## src/hdl/xeu_pkg.sv

```systemverilog
// Package: shared types, codes and entity tables for the XML entity unescape unit.
`default_nettype none
package xeu_pkg;

    localparam int QUEUE_DEPTH = 4;
    localparam int CHAR_W      = 16;

    // match progress codes: the prefix held back so far
    localparam logic [3:0] CODE_IDLE = 4'd0;
    localparam logic [3:0] CODE_AMP  = 4'd1;   // &
    localparam logic [3:0] CODE_A    = 4'd2;   // &a
    localparam logic [3:0] CODE_AM   = 4'd3;   // &am
    localparam logic [3:0] CODE_AMPF = 4'd4;   // &amp
    localparam logic [3:0] CODE_L    = 4'd5;   // &l
    localparam logic [3:0] CODE_LT   = 4'd6;   // &lt
    localparam logic [3:0] CODE_G    = 4'd7;   // &g
    localparam logic [3:0] CODE_GT   = 4'd8;   // &gt
    localparam logic [3:0] CODE_Q    = 4'd9;   // &q
    localparam logic [3:0] CODE_QU   = 4'd10;  // &qu
    localparam logic [3:0] CODE_QUO  = 4'd11;  // &quo
    localparam logic [3:0] CODE_QUOT = 4'd12;  // &quot

    localparam logic [15:0] CH_AMP  = 16'h0026;
    localparam logic [15:0] CH_LT   = 16'h003C;
    localparam logic [15:0] CH_GT   = 16'h003E;
    localparam logic [15:0] CH_QUOT = 16'h0022;
    localparam logic [15:0] CH_SEMI = 16'h003B;
    localparam logic [15:0] CH_A    = 16'h0061;
    localparam logic [15:0] CH_G    = 16'h0067;
    localparam logic [15:0] CH_L    = 16'h006C;
    localparam logic [15:0] CH_M    = 16'h006D;
    localparam logic [15:0] CH_O    = 16'h006F;
    localparam logic [15:0] CH_P    = 16'h0070;
    localparam logic [15:0] CH_Q    = 16'h0071;
    localparam logic [15:0] CH_T    = 16'h0074;
    localparam logic [15:0] CH_U    = 16'h0075;

    // index of the sixth result of a command; one command can expand to six results
    localparam logic [2:0] RESULT_LIMIT = 3'd5;

    // one command from front to back: held prefix, then an optional character
    typedef struct packed {
        logic [3:0]        pfx;
        logic              has_char;
        logic [CHAR_W-1:0] ch;
        logic              last;
    } cmd_t;

    typedef struct packed {
        logic full;
        logic head_valid;
        logic second_valid;
    } q_stat_t;

    function automatic logic [2:0] held_len(input logic [3:0] code);
        logic [2:0] n;
        case (code)
            CODE_AMP:                                      n = 3'd1;
            CODE_A, CODE_L, CODE_G, CODE_Q:                n = 3'd2;
            CODE_AM, CODE_LT, CODE_GT, CODE_QU:            n = 3'd3;
            CODE_AMPF, CODE_QUO:                           n = 3'd4;
            CODE_QUOT:                                     n = 3'd5;
            default:                                       n = 3'd0;
        endcase
        return n;
    endfunction

    function automatic logic [15:0] held_char(input logic [3:0] code, input logic [2:0] idx);
        logic [39:0] txt;
        logic [2:0]  n;
        logic [2:0]  pos;
        case (code)
            CODE_AMP:  txt = {32'h0, "&"};
            CODE_A:    txt = {24'h0, "&a"};
            CODE_AM:   txt = {16'h0, "&am"};
            CODE_AMPF: txt = {8'h0, "&amp"};
            CODE_L:    txt = {24'h0, "&l"};
            CODE_LT:   txt = {16'h0, "&lt"};
            CODE_G:    txt = {24'h0, "&g"};
            CODE_GT:   txt = {16'h0, "&gt"};
            CODE_Q:    txt = {24'h0, "&q"};
            CODE_QU:   txt = {16'h0, "&qu"};
            CODE_QUO:  txt = {8'h0, "&quo"};
            CODE_QUOT: txt = "&quot";
            default:   txt = 40'h0;
        endcase
        n   = held_len(code);
        pos = n - 3'd1 - idx;
        return {8'h00, txt[{pos, 3'b000} +: 8]};
    endfunction

endpackage
`default_nettype wire

```

## src/hdl/xeu_front.sv

```systemverilog
// Front end: accepts characters, tracks entity matching, issues commands to the queue.
`default_nettype none
module xeu_front
(
    input  wire logic                 clk,
    input  wire logic                 rst_n,
    input  wire logic                 s_tvalid,
    output logic                      s_tready,
    input  wire logic [15:0]          s_tdata,
    input  wire logic                 s_tlast,
    input  wire logic                 q_full,
    output logic                      q_push,
    output xeu_pkg::cmd_t             q_cmd
);

    logic [3:0] progress_reg, progress_next;
    logic       pending_reg, pending_next;

    logic        accept;
    logic [3:0]  s;
    logic [3:0]  pfx;
    logic        has_char;
    logic [15:0] ch;
    logic [3:0]  np;
    logic        fresh;
    logic [15:0] want;
    logic [3:0]  adv;
    logic [15:0] repl;

    assign s_tready = !q_full;
    assign accept   = s_tvalid && s_tready;

    always_comb
    begin
        want = 16'h0000;
        adv  = xeu_pkg::CODE_IDLE;
        repl = 16'h0000;
        case (s)
            xeu_pkg::CODE_A:    begin want = xeu_pkg::CH_M;    adv = xeu_pkg::CODE_AM;   end
            xeu_pkg::CODE_AM:   begin want = xeu_pkg::CH_P;    adv = xeu_pkg::CODE_AMPF; end
            xeu_pkg::CODE_AMPF: begin want = xeu_pkg::CH_SEMI; repl = xeu_pkg::CH_AMP;   end
            xeu_pkg::CODE_L:    begin want = xeu_pkg::CH_T;    adv = xeu_pkg::CODE_LT;   end
            xeu_pkg::CODE_LT:   begin want = xeu_pkg::CH_SEMI; repl = xeu_pkg::CH_LT;    end
            xeu_pkg::CODE_G:    begin want = xeu_pkg::CH_T;    adv = xeu_pkg::CODE_GT;   end
            xeu_pkg::CODE_GT:   begin want = xeu_pkg::CH_SEMI; repl = xeu_pkg::CH_GT;    end
            xeu_pkg::CODE_Q:    begin want = xeu_pkg::CH_U;    adv = xeu_pkg::CODE_QU;   end
            xeu_pkg::CODE_QU:   begin want = xeu_pkg::CH_O;    adv = xeu_pkg::CODE_QUO;  end
            xeu_pkg::CODE_QUO:  begin want = xeu_pkg::CH_T;    adv = xeu_pkg::CODE_QUOT; end
            xeu_pkg::CODE_QUOT: begin want = xeu_pkg::CH_SEMI; repl = xeu_pkg::CH_QUOT;  end
            default:            begin want = 16'h0000;         adv = xeu_pkg::CODE_IDLE; end
        endcase
    end

    always_comb
    begin
        s        = (progress_reg > xeu_pkg::CODE_QUOT) ? xeu_pkg::CODE_IDLE : progress_reg;
        pfx      = xeu_pkg::CODE_IDLE;
        has_char = 1'b0;
        ch       = s_tdata;
        np       = xeu_pkg::CODE_IDLE;
        fresh    = 1'b0;

        if (s == xeu_pkg::CODE_IDLE)
        begin
            fresh = 1'b1;
        end
        else if (s == xeu_pkg::CODE_AMP)
        begin
            if (s_tdata == xeu_pkg::CH_A)
                np = xeu_pkg::CODE_A;
            else if (s_tdata == xeu_pkg::CH_L)
                np = xeu_pkg::CODE_L;
            else if (s_tdata == xeu_pkg::CH_G)
                np = xeu_pkg::CODE_G;
            else if (s_tdata == xeu_pkg::CH_Q)
                np = xeu_pkg::CODE_Q;
            else
            begin
                pfx   = s;
                fresh = 1'b1;
            end
        end
        else if (s_tdata == want)
        begin
            if (repl != 16'h0000)
            begin
                has_char = 1'b1;
                ch       = repl;
            end
            else
                np = adv;
        end
        else
        begin
            pfx   = s;
            fresh = 1'b1;
        end

        if (fresh)
        begin
            if (s_tdata == xeu_pkg::CH_AMP)
                np = xeu_pkg::CODE_AMP;
            else
                has_char = 1'b1;
        end

        // end of string: flush whatever is still held
        if (s_tlast && np != xeu_pkg::CODE_IDLE)
        begin
            if (pfx == xeu_pkg::CODE_IDLE)
                pfx = np;
            else
            begin
                has_char = 1'b1;
                ch       = xeu_pkg::CH_AMP;
            end
            np = xeu_pkg::CODE_IDLE;
        end
    end

    assign q_push = accept && (pfx != xeu_pkg::CODE_IDLE || has_char || pending_reg);

    always_comb
    begin
        q_cmd.pfx      = pfx;
        q_cmd.has_char = has_char;
        q_cmd.ch       = ch;
        q_cmd.last     = s_tlast;
    end

    always_comb
    begin
        progress_next = progress_reg;
        pending_next  = pending_reg;
        if (accept)
            progress_next = np;
        if (q_push)
            pending_next = (pfx == xeu_pkg::CODE_QUOT) && has_char;
    end

    always_ff @(posedge clk or negedge rst_n)
    begin
        if (!rst_n)
        begin
            progress_reg <= xeu_pkg::CODE_IDLE;
            pending_reg  <= 1'b0;
        end
        else
        begin
            progress_reg <= progress_next;
            pending_reg  <= pending_next;
        end
    end

endmodule
`default_nettype wire

```

## src/hdl/xeu_queue.sv

```systemverilog
// Command queue between front and back ends.
`default_nettype none
module xeu_queue
#(
    parameter int DEPTH = xeu_pkg::QUEUE_DEPTH
)
(
    input  wire logic           clk,
    input  wire logic           rst_n,
    input  wire logic           push,
    input  wire xeu_pkg::cmd_t  push_cmd,
    input  wire logic           pop,
    output xeu_pkg::cmd_t       head,
    output xeu_pkg::q_stat_t    stat
);

    localparam int PW = (DEPTH > 1) ? $clog2(DEPTH) : 1;
    localparam int CW = $clog2(DEPTH + 1);

    xeu_pkg::cmd_t entry_reg [DEPTH];

    logic [PW-1:0] wr_ptr_reg, wr_ptr_next;
    logic [PW-1:0] rd_ptr_reg, rd_ptr_next;
    logic [CW-1:0] count_reg, count_next;

    always_comb
    begin
        wr_ptr_next = wr_ptr_reg;
        rd_ptr_next = rd_ptr_reg;
        count_next  = count_reg;
        if (push)
            wr_ptr_next = (wr_ptr_reg == PW'(DEPTH - 1)) ? '0 : wr_ptr_reg + PW'(1);
        if (pop)
            rd_ptr_next = (rd_ptr_reg == PW'(DEPTH - 1)) ? '0 : rd_ptr_reg + PW'(1);
        if (push && !pop)
            count_next = count_reg + CW'(1);
        else if (pop && !push)
            count_next = count_reg - CW'(1);
    end

    always_ff @(posedge clk or negedge rst_n)
    begin
        if (!rst_n)
        begin
            wr_ptr_reg <= '0;
            rd_ptr_reg <= '0;
            count_reg  <= '0;
        end
        else
        begin
            wr_ptr_reg <= wr_ptr_next;
            rd_ptr_reg <= rd_ptr_next;
            count_reg  <= count_next;
        end
    end

    always_ff @(posedge clk)
    begin
        if (push)
            entry_reg[wr_ptr_reg] <= push_cmd;
    end

    assign head = entry_reg[rd_ptr_reg];

    always_comb
    begin
        stat.full         = (count_reg == CW'(DEPTH));
        stat.head_valid   = (count_reg != '0);
        stat.second_valid = (count_reg > CW'(1));
    end

endmodule
`default_nettype wire

```

## src/hdl/xeu_back.sv

```systemverilog
// Back end: expands commands into output characters through an output register.
`default_nettype none
module xeu_back
(
    input  wire logic              clk,
    input  wire logic              rst_n,
    input  wire xeu_pkg::cmd_t     head,
    input  wire xeu_pkg::q_stat_t  stat,
    output logic                   pop,
    output logic                   m_tvalid,
    input  wire logic              m_tready,
    output logic [15:0]            m_tdata,
    output logic                   m_tlast
);

    logic [2:0]  idx_reg, idx_next;
    logic        valid_reg, valid_next;
    logic [15:0] data_reg, data_next;
    logic        last_reg, last_next;

    logic [2:0]  plen;
    logic [2:0]  total;
    logic        load_ok;
    logic        emit;
    logic        is_final;

    assign plen     = xeu_pkg::held_len(head.pfx);
    assign total    = plen + {2'b00, head.has_char};
    assign load_ok  = !valid_reg || m_tready;
    assign is_final = (idx_reg == total - 3'd1);

    always_comb
    begin
        emit = 1'b0;
        pop  = 1'b0;
        if (stat.head_valid && load_ok)
        begin
            if (total == 3'd0)
                pop = 1'b1;
            // the sixth character waits for the next item to arrive
            else if (idx_reg != xeu_pkg::RESULT_LIMIT || stat.second_valid)
            begin
                emit = 1'b1;
                pop  = is_final;
            end
        end
    end

    always_comb
    begin
        idx_next   = idx_reg;
        valid_next = valid_reg;
        data_next  = data_reg;
        last_next  = last_reg;
        if (load_ok)
            valid_next = emit;
        if (emit)
        begin
            data_next = (idx_reg < plen) ? xeu_pkg::held_char(head.pfx, idx_reg) : head.ch;
            last_next = head.last && is_final;
            idx_next  = is_final ? 3'd0 : idx_reg + 3'd1;
        end
    end

    always_ff @(posedge clk or negedge rst_n)
    begin
        if (!rst_n)
        begin
            idx_reg   <= 3'd0;
            valid_reg <= 1'b0;
        end
        else
        begin
            idx_reg   <= idx_next;
            valid_reg <= valid_next;
        end
    end

    always_ff @(posedge clk)
    begin
        data_reg <= data_next;
        last_reg <= last_next;
    end

    assign m_tvalid = valid_reg;
    assign m_tdata  = data_reg;
    assign m_tlast  = last_reg;

endmodule
`default_nettype wire

```

## src/hdl/xml_entity_unescape_unit.sv

```systemverilog
// Top level: XML entity unescape unit for a stream of 16-bit characters.
// Usage:
//   Slave channel s_*: one character per beat, s_tlast on the final character
//   of a string. Master channel m_*: unescaped characters, m_tlast on the
//   final character of each string.
//   &amp; &lt; &gt; &quot; become & < > "; other text passes unchanged.
// Throughput: one input beat per cycle while the command queue has room;
//   one output beat per cycle while m_tready is high. A beat can yield up to
//   six characters, one per output beat; the queue absorbs short bursts.
// Path: a taken beat is written into the command queue and then into the
//   output register, once its entity (if any) is resolved. After a break
//   of a full "&quot" prefix the sixth character waits for the next input beat.
// Reset: rst_n low clears matching state, queue and the output valid flag;
//   s_tready is high right after reset.
// Stall: with m_tready low the output holds its beat; the queue fills and
//   then s_tready drops until the receiver takes beats again.
`default_nettype none
module xml_entity_unescape_unit
#(
    parameter int QUEUE_DEPTH = xeu_pkg::QUEUE_DEPTH
)
(
    input  wire logic        clk,
    input  wire logic        rst_n,
    input  wire logic        s_tvalid,
    output logic             s_tready,
    input  wire logic [15:0] s_tdata,   // [15:0] char_in
    input  wire logic        s_tlast,
    output logic             m_tvalid,
    input  wire logic        m_tready,
    output logic [15:0]      m_tdata,   // [15:0] char_out
    output logic             m_tlast
);

    logic              q_push;
    logic              q_pop;
    xeu_pkg::cmd_t     q_cmd;
    xeu_pkg::cmd_t     q_head;
    xeu_pkg::q_stat_t  q_stat;

    xeu_front u_front
    (
        .clk      (clk),
        .rst_n    (rst_n),
        .s_tvalid (s_tvalid),
        .s_tready (s_tready),
        .s_tdata  (s_tdata),
        .s_tlast  (s_tlast),
        .q_full   (q_stat.full),
        .q_push   (q_push),
        .q_cmd    (q_cmd)
    );

    xeu_queue #(.DEPTH(QUEUE_DEPTH)) u_queue
    (
        .clk      (clk),
        .rst_n    (rst_n),
        .push     (q_push),
        .push_cmd (q_cmd),
        .pop      (q_pop),
        .head     (q_head),
        .stat     (q_stat)
    );

    xeu_back u_back
    (
        .clk      (clk),
        .rst_n    (rst_n),
        .head     (q_head),
        .stat     (q_stat),
        .pop      (q_pop),
        .m_tvalid (m_tvalid),
        .m_tready (m_tready),
        .m_tdata  (m_tdata),
        .m_tlast  (m_tlast)
    );

endmodule
`default_nettype wire

```

## config.mk

```make
export PLATFORM = sky130hd
export DESIGN_NAME = xml_entity_unescape_unit
export DESIGN_NICKNAME = d
export VERILOG_FILES = /design/src/hdl/xeu_pkg.sv /design/src/hdl/xeu_front.sv /design/src/hdl/xeu_queue.sv /design/src/hdl/xeu_back.sv /design/src/hdl/xml_entity_unescape_unit.sv
export SDC_FILE = /design/constraint.sdc
export NUM_CORES = 1
export LEC_CHECK = 0
export BUFFER_PORTS_ARGS = -buffer_cell sky130_fd_sc_hd__buf_2
export CORE_MARGIN = 2
export CORE_UTILIZATION = 45
export CTS_CLUSTER_DIAMETER = 200
export DETAILED_ROUTE_END_ITERATION = 12
export PLACE_DENSITY = 0.6
export SKIP_LAST_GASP = 1
export SYNTH_ARGS = -nofsm -noshare
export SYNTH_HDL_FRONTEND = slang
export SYNTH_SLANG_ARGS = --single-unit
```

## constraint.sdc

```tcl
create_clock -name clk -period 13.2 [get_ports clk]
set_clock_uncertainty 0.15 [all_clocks]
set_input_delay 2.64 -clock clk [delete_from_list [all_inputs] [get_ports clk]]
set_output_delay 2.64 -clock clk [all_outputs]
set_load 0.01 [all_outputs]
```

==> flow_metrics.py, run 1 <==
metrics = {
    "setup_path": {
        "timing_worst_setup_path_type": "in2reg",
        "reg2reg_depth": 9,
        "reg2reg_to": "u_queue.entry_reg[3][1]",
        "worst-path-max-fanout": 22,
        "critical_path.endpoint_type": "register",
        "rr_startpoint": "u_front.progress_reg[2]",
        "type_of_origin_of_the_critical_path": "primary input",
        "timing.reg2reg.setup_slack_ns": 8.43,
        "worst_ep_arrival_time_ns": 6.24,
        "timing.critical_path.required_ns": 13.06,
    },
    "finish": {
        "drive_above_1_share": 0.193,
        "flip_flop_count_of_the_largest_register_after_layout": 88,
        "inserted_diodes": 0,
        "area.growth.synth_to_final_pct": 13.0,
        "final.fill_count": 1188,
        "multi_input_area_sq_um": 2660,
        "layout.cells.non_filler": 740,
        "num-nets-final": 589,
        "layout.area.seq_sq_um": 3550,
        "finalCoreUtilization": 0.524,
    },
    "detailed_routing": {
        "average_via_count_per_standard_cell": 5.81,
        "detailroute.via_count": 4300,
        "routedWlPerCell_um": 18.1,
        "dr.pass1.iters": 5,
        "drt_drc_violations_left": 0,
        "first_iter_violations": 268,
        "antenna_left": 0,
        "routed_wirelength_um": 13400,
    },
    "timing": {
        "max_freq_mhz": 157,
        "final.setup.tns_ns": 0,
        "worst_hold_slack_ns": 0.348,
        "finalWorstPathRequiredPeriod_ns": 6.38,
        "setup_repair_after_global_routing_missed_its_margin": "no",
        "finalMaxSlewViolations": 0,
        "maxSlewHeadroom": 0.201,
        "final.period_utilization": 0.484,
        "final_number_of_setup_violating_endpoints": 0,
        "worst-slew-pin-transition_ns": 1.20,
        "final_hold_viol_count": 0,
    },
    "logic_synthesis": {
        "syn-cell-area_sq_um": 6460,
        "postSynth.asyncResetShare": 0.132,
        "post_synth_edffs": 105,
        "synth_cell_type_count": 72,
        "ys_warn_count": 0,
        "post_synth_inst_count": 527,
        "synthFlopType": "edfxtp_1",
        "synth_seq_area_share": 0.550,
        "synth_seq_cells": 121,
        "synth_fp_nets": 569,
        "syn_avg_cell_area_sq_um": 12.3,
    },
    "die": {
        "die_w_um": 124,
        "die_h_um": 124,
        "dieArea_sq_um": 15300,
        "floorplan.initialDensity": 0.463,
        "placeableCoreArea_sq_um": 13900,
        "io-pin-count": 40,
        "placementRows": 43,
    },
    "place": {
        "gp_congestion": 0.884,
        "quantity_of_i_o_buffers_inserted_on_ports": 39,
        "place_hpwl_um": 8840,
        "dpl.cell_count": 708,
    },
    "cts": {
        "cts_num_sinks": 121,
        "cts_root_buffer": "clkbuf_16",
        "cts_tree": "done",
        "clock_tree.buffer_depth": 2,
        "cts_made_buffers": 17,
        "post_cts_hold_buffer_count": 0,
        "post-cts-setup-buffers": 0,
        "clkTransAtPathRegs_ns": 0.05,
        "post_cts_resized": 0,
        "h_tree_depth": 4,
        "clk_latency_ns": 0.40,
    },
    "global_route": {
        "first_global_vias": 4061,
        "maximum_number_of_pins_on_one_net_before_global_route_repair": 29,
        "grt.overflow.total": 0,
        "global_route_wire_length_before_repair_um": 21500,
        "grt.total_usage": 0.188,
        "grt_antenna_before_repair": 0,
    },
    "min_path": {
        "worst_hold_path.endpoint": "u_back.m_tvalid",
        "min_path_type": "reg2reg",
        "hold_path.startpoint": "u_back.m_tvalid",
        "hold_path_depth": 2,
    },
    "power": {
        "vdd.ir_drop.worst_mv": 0.139,
        "power.static_leakage_nw": 2.65,
        "power_density_nw_per_um2": 284,
        "total_power_mw": 2.07,
    },
    "run_status": {
        "outcome": "finished clean",
    },
    "run": {
        "drv.max_cap_violation_count": 0,
    },
}
-- cells in the final DEF (no fill, tap or decap), drive strengths merged, types with 13 or more instances in the layout --
master,instances
edfxtp,105
nand2,42
buf,42
a21oi,29
nor2,28
o21ai,27
inv,23
mux4,22
ha,20
clkbuf,20
nor2b,18
dfrtp,16
and2,13
-- synth_stat cells (7+ instances only) --
master / number / share of area
nand2_1: 42 / 0.024
a21oi_1: 28 / 0.022
o21ai_0: 26 / 0.020
xnor2_1: 7 / 0.0095
ha_1: 20 / 0.039
nand2b_1: 11 / 0.011
inv_1: 22 / 0.013
edfxtp_1: 105 / 0.49
dfrtp_1: 16 / 0.062
and2_1: 13 / 0.013
clkbuf_1: 31 / 0.018
nor2b_1: 18 / 0.017
nor2_1: 28 / 0.016
nor3_1: 12 / 0.0093
mux4_2: 22 / 0.077
-- cell type report --
cell class                 count  share of cell area
multi-input combinational    343               0.364
clock inverter                12              0.0173
inverter                      22              0.0113
tap                          180              0.0309
sequential                   121               0.487
timing repair buffer          42              0.0298
clock buffer                  20              0.0598
-- where the power goes --
group	internal [mW]	switching, mW
combinational	0.409	0.620
clock	0.276	0.158
sequential	0.574	0.0330
total	1.26	0.812
-- per-layer routing --
| metal | up-vias | GRT usage | routed length, um | part of all wire |
|---|---|---|---|---|
| li1 | 2022 | - | - | - |
| met1 | 2122 | 0.259 | 6170 | 0.46 |
| met2 | 137 | 0.299 | 6500 | 0.48 |
| met3 | 19 | 0.0362 | 559 | 0.042 |
| met4 | 0 | 0.0710 | 185 | 0.014 |
| met5 | - | 0 | 0 | 0 |
-- worst max path at each step --
stage	cells past startpoint	start	to	slack [ns]
detailed placement	10	s_tdata[12]	u_queue.entry_reg[3][16]	6.43
global placement	10	s_tdata[12]	u_queue.entry_reg[1][13]	6.62
finish	10	s_tdata[12]	u_queue.entry_reg[3][1]	6.82
CTS	10	s_tdata[12]	u_queue.entry_reg[3][1]	6.84
global route	10	s_tdata[12]	u_queue.entry_reg[2][1]	6.51
floorplan	9	s_tdata[6]	u_queue.entry_reg[0][0]	7.40
-- kinds of logic (layout without fill, tap and decap cells) --
logic type,after synthesis,in the layout,share of synthesized area
buf+inv,63,96,0.0384
compound gates,115,115,0.124
mux,34,34,0.0979
fa+ha+maj,21,21,0.0419
flops,121,121,0.550
xor+xnor,11,11,0.0149
simple gates,162,162,0.132
-- stage by stage --
stage	setup slack [ns]	area (sq um)
3_3_place_gp	6.62	6730
3_5_place_dp	6.43	6730
6_report	6.82	7300
2_1_floorplan	7.40	6460
4_1_cts	6.84	7300
5_1_grt	6.51	7300
-- critical path, stage by stage --
cell	delay [ns]
buf_2	0.12
nor4_1	0.57
and3_1	0.32
o221a_1	0.24
o211ai_1	0.17
nor2_1	0.26
o21ai_0	0.19
o21ai_0	0.49
o41a_4	0.29
and2_1	0.94
No activity file was read; power rests on OpenSTA's default activity.
==> run 2: changes to the inputs <==
==> constraint.sdc (replaced) <==
create_clock -name clk -period 5.9 [get_ports clk]
set_clock_uncertainty 0.15 [all_clocks]
set_input_delay 1.18 -clock clk [delete_from_list [all_inputs] [get_ports clk]]
set_output_delay 1.18 -clock clk [all_outputs]
set_load 0.01 [all_outputs]
==> run 2 against run 1 <==
  * Largest cell class unchanged
  * Highest routed layer unchanged
  * Power up 120%
  * Setup slack worse by 5.5 ns
  * Hold slack better by 0.014 ns
  * Combinational power up 120%
  * First-iteration DRC count up 12%
  * Sequential share of layout area down 0.29 points
  * Routed wire length down 2.0%
  * Critical path depth up 4
  * Sequential power up 130%
==> flow_metrics.py, run 2 (synthesized netlist as in run 1, its figures left out) <==
metrics = {
    "die": {
        "die_h_um": 124,
        "floorplan.initialDensity": 0.463,
        "placementRows": 43,
        "die_w_um": 124,
        "placeableCoreArea_sq_um": 13900,
        "dieArea_sq_um": 15300,
        "io-pin-count": 40,
    },
    "setup_path": {
        "timing.reg2reg.setup_slack_ns": 1.28,
        "worst_ep_arrival_time_ns": 4.76,
        "worst_path_largest_cell_delay_ns": 0.70,
        "reg2reg_to": "u_queue.count_reg[2]",
        "rr_startpoint": "u_queue.rd_ptr_reg[0]",
        "reg2reg_depth": 14,
        "timing.critical_path.cells": "buf_4 > mux4_2 > a221oi_1 > ha_1 > inv_1 > ha_1 > xnor2_1 > xnor2_1 > nor4_1 > o21bai_1 > ha_1 > mux2i_1 > nor2_1 > xor2_1",
        "critical_path.most_common_cell": "ha_1",
        "worst-path-max-fanout": 18,
        "critical_path.endpoint_type": "register",
        "type_of_origin_of_the_critical_path": "register",
        "timing.critical_path.required_ns": 6.04,
        "timing_worst_setup_path_type": "reg2reg",
        "worst_path_max_delay_cell": "mux4_2",
    },
    "timing": {
        "setup_repair_after_global_routing_missed_its_margin": "no",
        "final.period_utilization": 0.783,
        "fin_ws_ns": 1.28,
        "worst-slew-pin-transition_ns": 0.726,
        "max_freq_mhz": 216,
        "finalWorstPathRequiredPeriod_ns": 4.62,
        "final_number_of_setup_violating_endpoints": 0,
        "maxSlewHeadroom": 0.515,
        "final_hold_viol_count": 0,
        "final.setup.tns_ns": 0,
        "finalMaxSlewViolations": 0,
    },
    "finish": {
        "num-nets-final": 595,
        "final_common_cell": "edfxtp_1",
        "inserted_diodes": 0,
        "final_cell_mix": "105 x edfxtp_1, 42 x nand2_1, 39 x buf_2",
        "final.fill_count": 1168,
        "finalCoreUtilization": 0.527,
        "drive_above_1_share": 0.202,
        "flip_flop_count_of_the_largest_register_after_layout": 88,
        "area.growth.synth_to_final_pct": 13.7,
    },
    "power": {
        "vdd.ir_drop.worst_mv": 0.258,
        "power_density_nw_per_um2": 631,
        "power.switching_fraction": 0.389,
        "sequentialPowerShare": 0.296,
        "comb_power_share": 0.495,
        "switchingPower_mw": 1.80,
        "clock_share_of_power": 0.209,
        "power.static_leakage_nw": 2.68,
        "internal_power_mw": 2.83,
    },
    "cts": {
        "cts_tree": "done",
        "h_tree_depth": 4,
        "clock_tree.buffer_depth": 2,
        "cts_root_buffer": "clkbuf_16",
        "clk_latency_ns": 0.41,
        "cts_made_buffers": 17,
        "clkTransAtPathRegs_ns": 0.05,
        "post-cts-setup-buffers": 0,
        "post_cts_resized": 0,
        "post_cts_hold_buffer_count": 0,
        "cts_num_sinks": 121,
    },
    "min_path": {
        "min_path_type": "reg2reg",
        "hold_path.startpoint": "u_back.m_tvalid",
        "hold_path_depth": 2,
        "worst_hold_path.endpoint": "u_back.m_tvalid",
    },
    "run": {
        "drv.max_cap_violation_count": 0,
    },
    "global_route": {
        "grt_antenna_before_repair": 0,
        "global_route_wire_length_before_repair_um": 21400,
        "grt.overflow.total": 0,
        "grt.total_usage": 0.186,
        "maximum_number_of_pins_on_one_net_before_global_route_repair": 24,
        "first_global_vias": 4214,
    },
    "place": {
        "quantity_of_i_o_buffers_inserted_on_ports": 39,
        "place_worst_setup_slack_ns": 1.07,
        "place_hpwl_um": 9260,
        "gp_congestion": 0.916,
    },
    "detailed_routing": {
        "routed_wirelength_um": 13100,
        "topRoutingLayerUsed": "met4",
        "dr.pass1.iters": 6,
        "met2RoutedLength_um": 6450,
        "average_via_count_per_standard_cell": 5.86,
        "antenna_left": 0,
        "drt_drc_violations_left": 0,
        "first_iter_violations": 301,
        "detailroute.via_count": 4363,
        "route.met3.wl_um": 584,
        "route.layer.met1.wl_um": 5950,
        "routedWlPerCell_um": 17.6,
    },
    "run_status": {
        "outcome": "finished clean",
    },
}
-- run 2: cell count changes in the layout (fill, tap and decap cells not counted) --
cell	delta
clkinv_1	-1
clkinvlp_4	+1
clkinv_2	-1
buf_4	+6
-- run 2: per-layer routing --
layer | vias up | GRT usage
met5 | - | 0
met4 | 0 | 0.0597
met3 | 14 | 0.0462
met2 | 132 | 0.298
met1 | 2175 | 0.249
li1 | 2042 | -
-- run 2: worst max-delay path, delay by kind of cell (launching register included) --
family	cells	cell delay, ns
compound gates	2	1.00
xor+xnor	3	0.45
simple gates	2	0.15
buf+inv	2	0.41
mux	2	0.89
fa+ha+maj	3	0.79
flops	1	0.64
-- run 2: how the worst max path moves through the flow --
stage	start	to	slack (ns)	cells past startpoint
floorplan	s_tdata[6]	u_queue.entry_reg[0][0]	1.56	9
global placement	s_tdata[12]	u_queue.count_reg[2]	1.25	12
detailed placement	s_tdata[12]	u_queue.entry_reg[0][13]	1.07	11
CTS	u_queue.rd_ptr_reg[0]	u_queue.count_reg[2]	1.21	14
global route	u_queue.rd_ptr_reg[0]	u_queue.count_reg[2]	0.88	14
finish	u_queue.rd_ptr_reg[0]	u_queue.count_reg[2]	1.28	14
-- run 2: layout make-up --
cell class,count,area [sq um],area share
flip-flops and latches,121,3550,0.484
multi-input cells,343,2660,0.362
clock buffers,20,437,0.0595
repair buffers,48,263,0.0358
well taps,180,225,0.0307
clock inverters,11,125,0.0170
inverters,22,82.6,0.0112
-- run 2: per-stage QoR --
step	area, sq um	power [mW]	hold WS, ns	instances
2_1_floorplan	6460	3.12	0.325	527
3_3_place_gp	6780	3.64	0.342	714
3_5_place_dp	6780	3.69	0.347	714
4_1_cts	7340	4.67	0.360	745
5_1_grt	7340	4.98	0.392	745
6_report	7340	4.63	0.363	745
-- run 2: power by group through the flow --
stage / registers, mW / logic [mW] / clock network [mW]
after floorplan: 1.39 / 1.73 / 0
after global placement: 1.38 / 2.26 / 0
after detailed placement: 1.39 / 2.30 / 0
after CTS: 1.37 / 2.31 / 0.985
after global routing: 1.39 / 2.56 / 1.03
final: 1.37 / 2.29 / 0.969
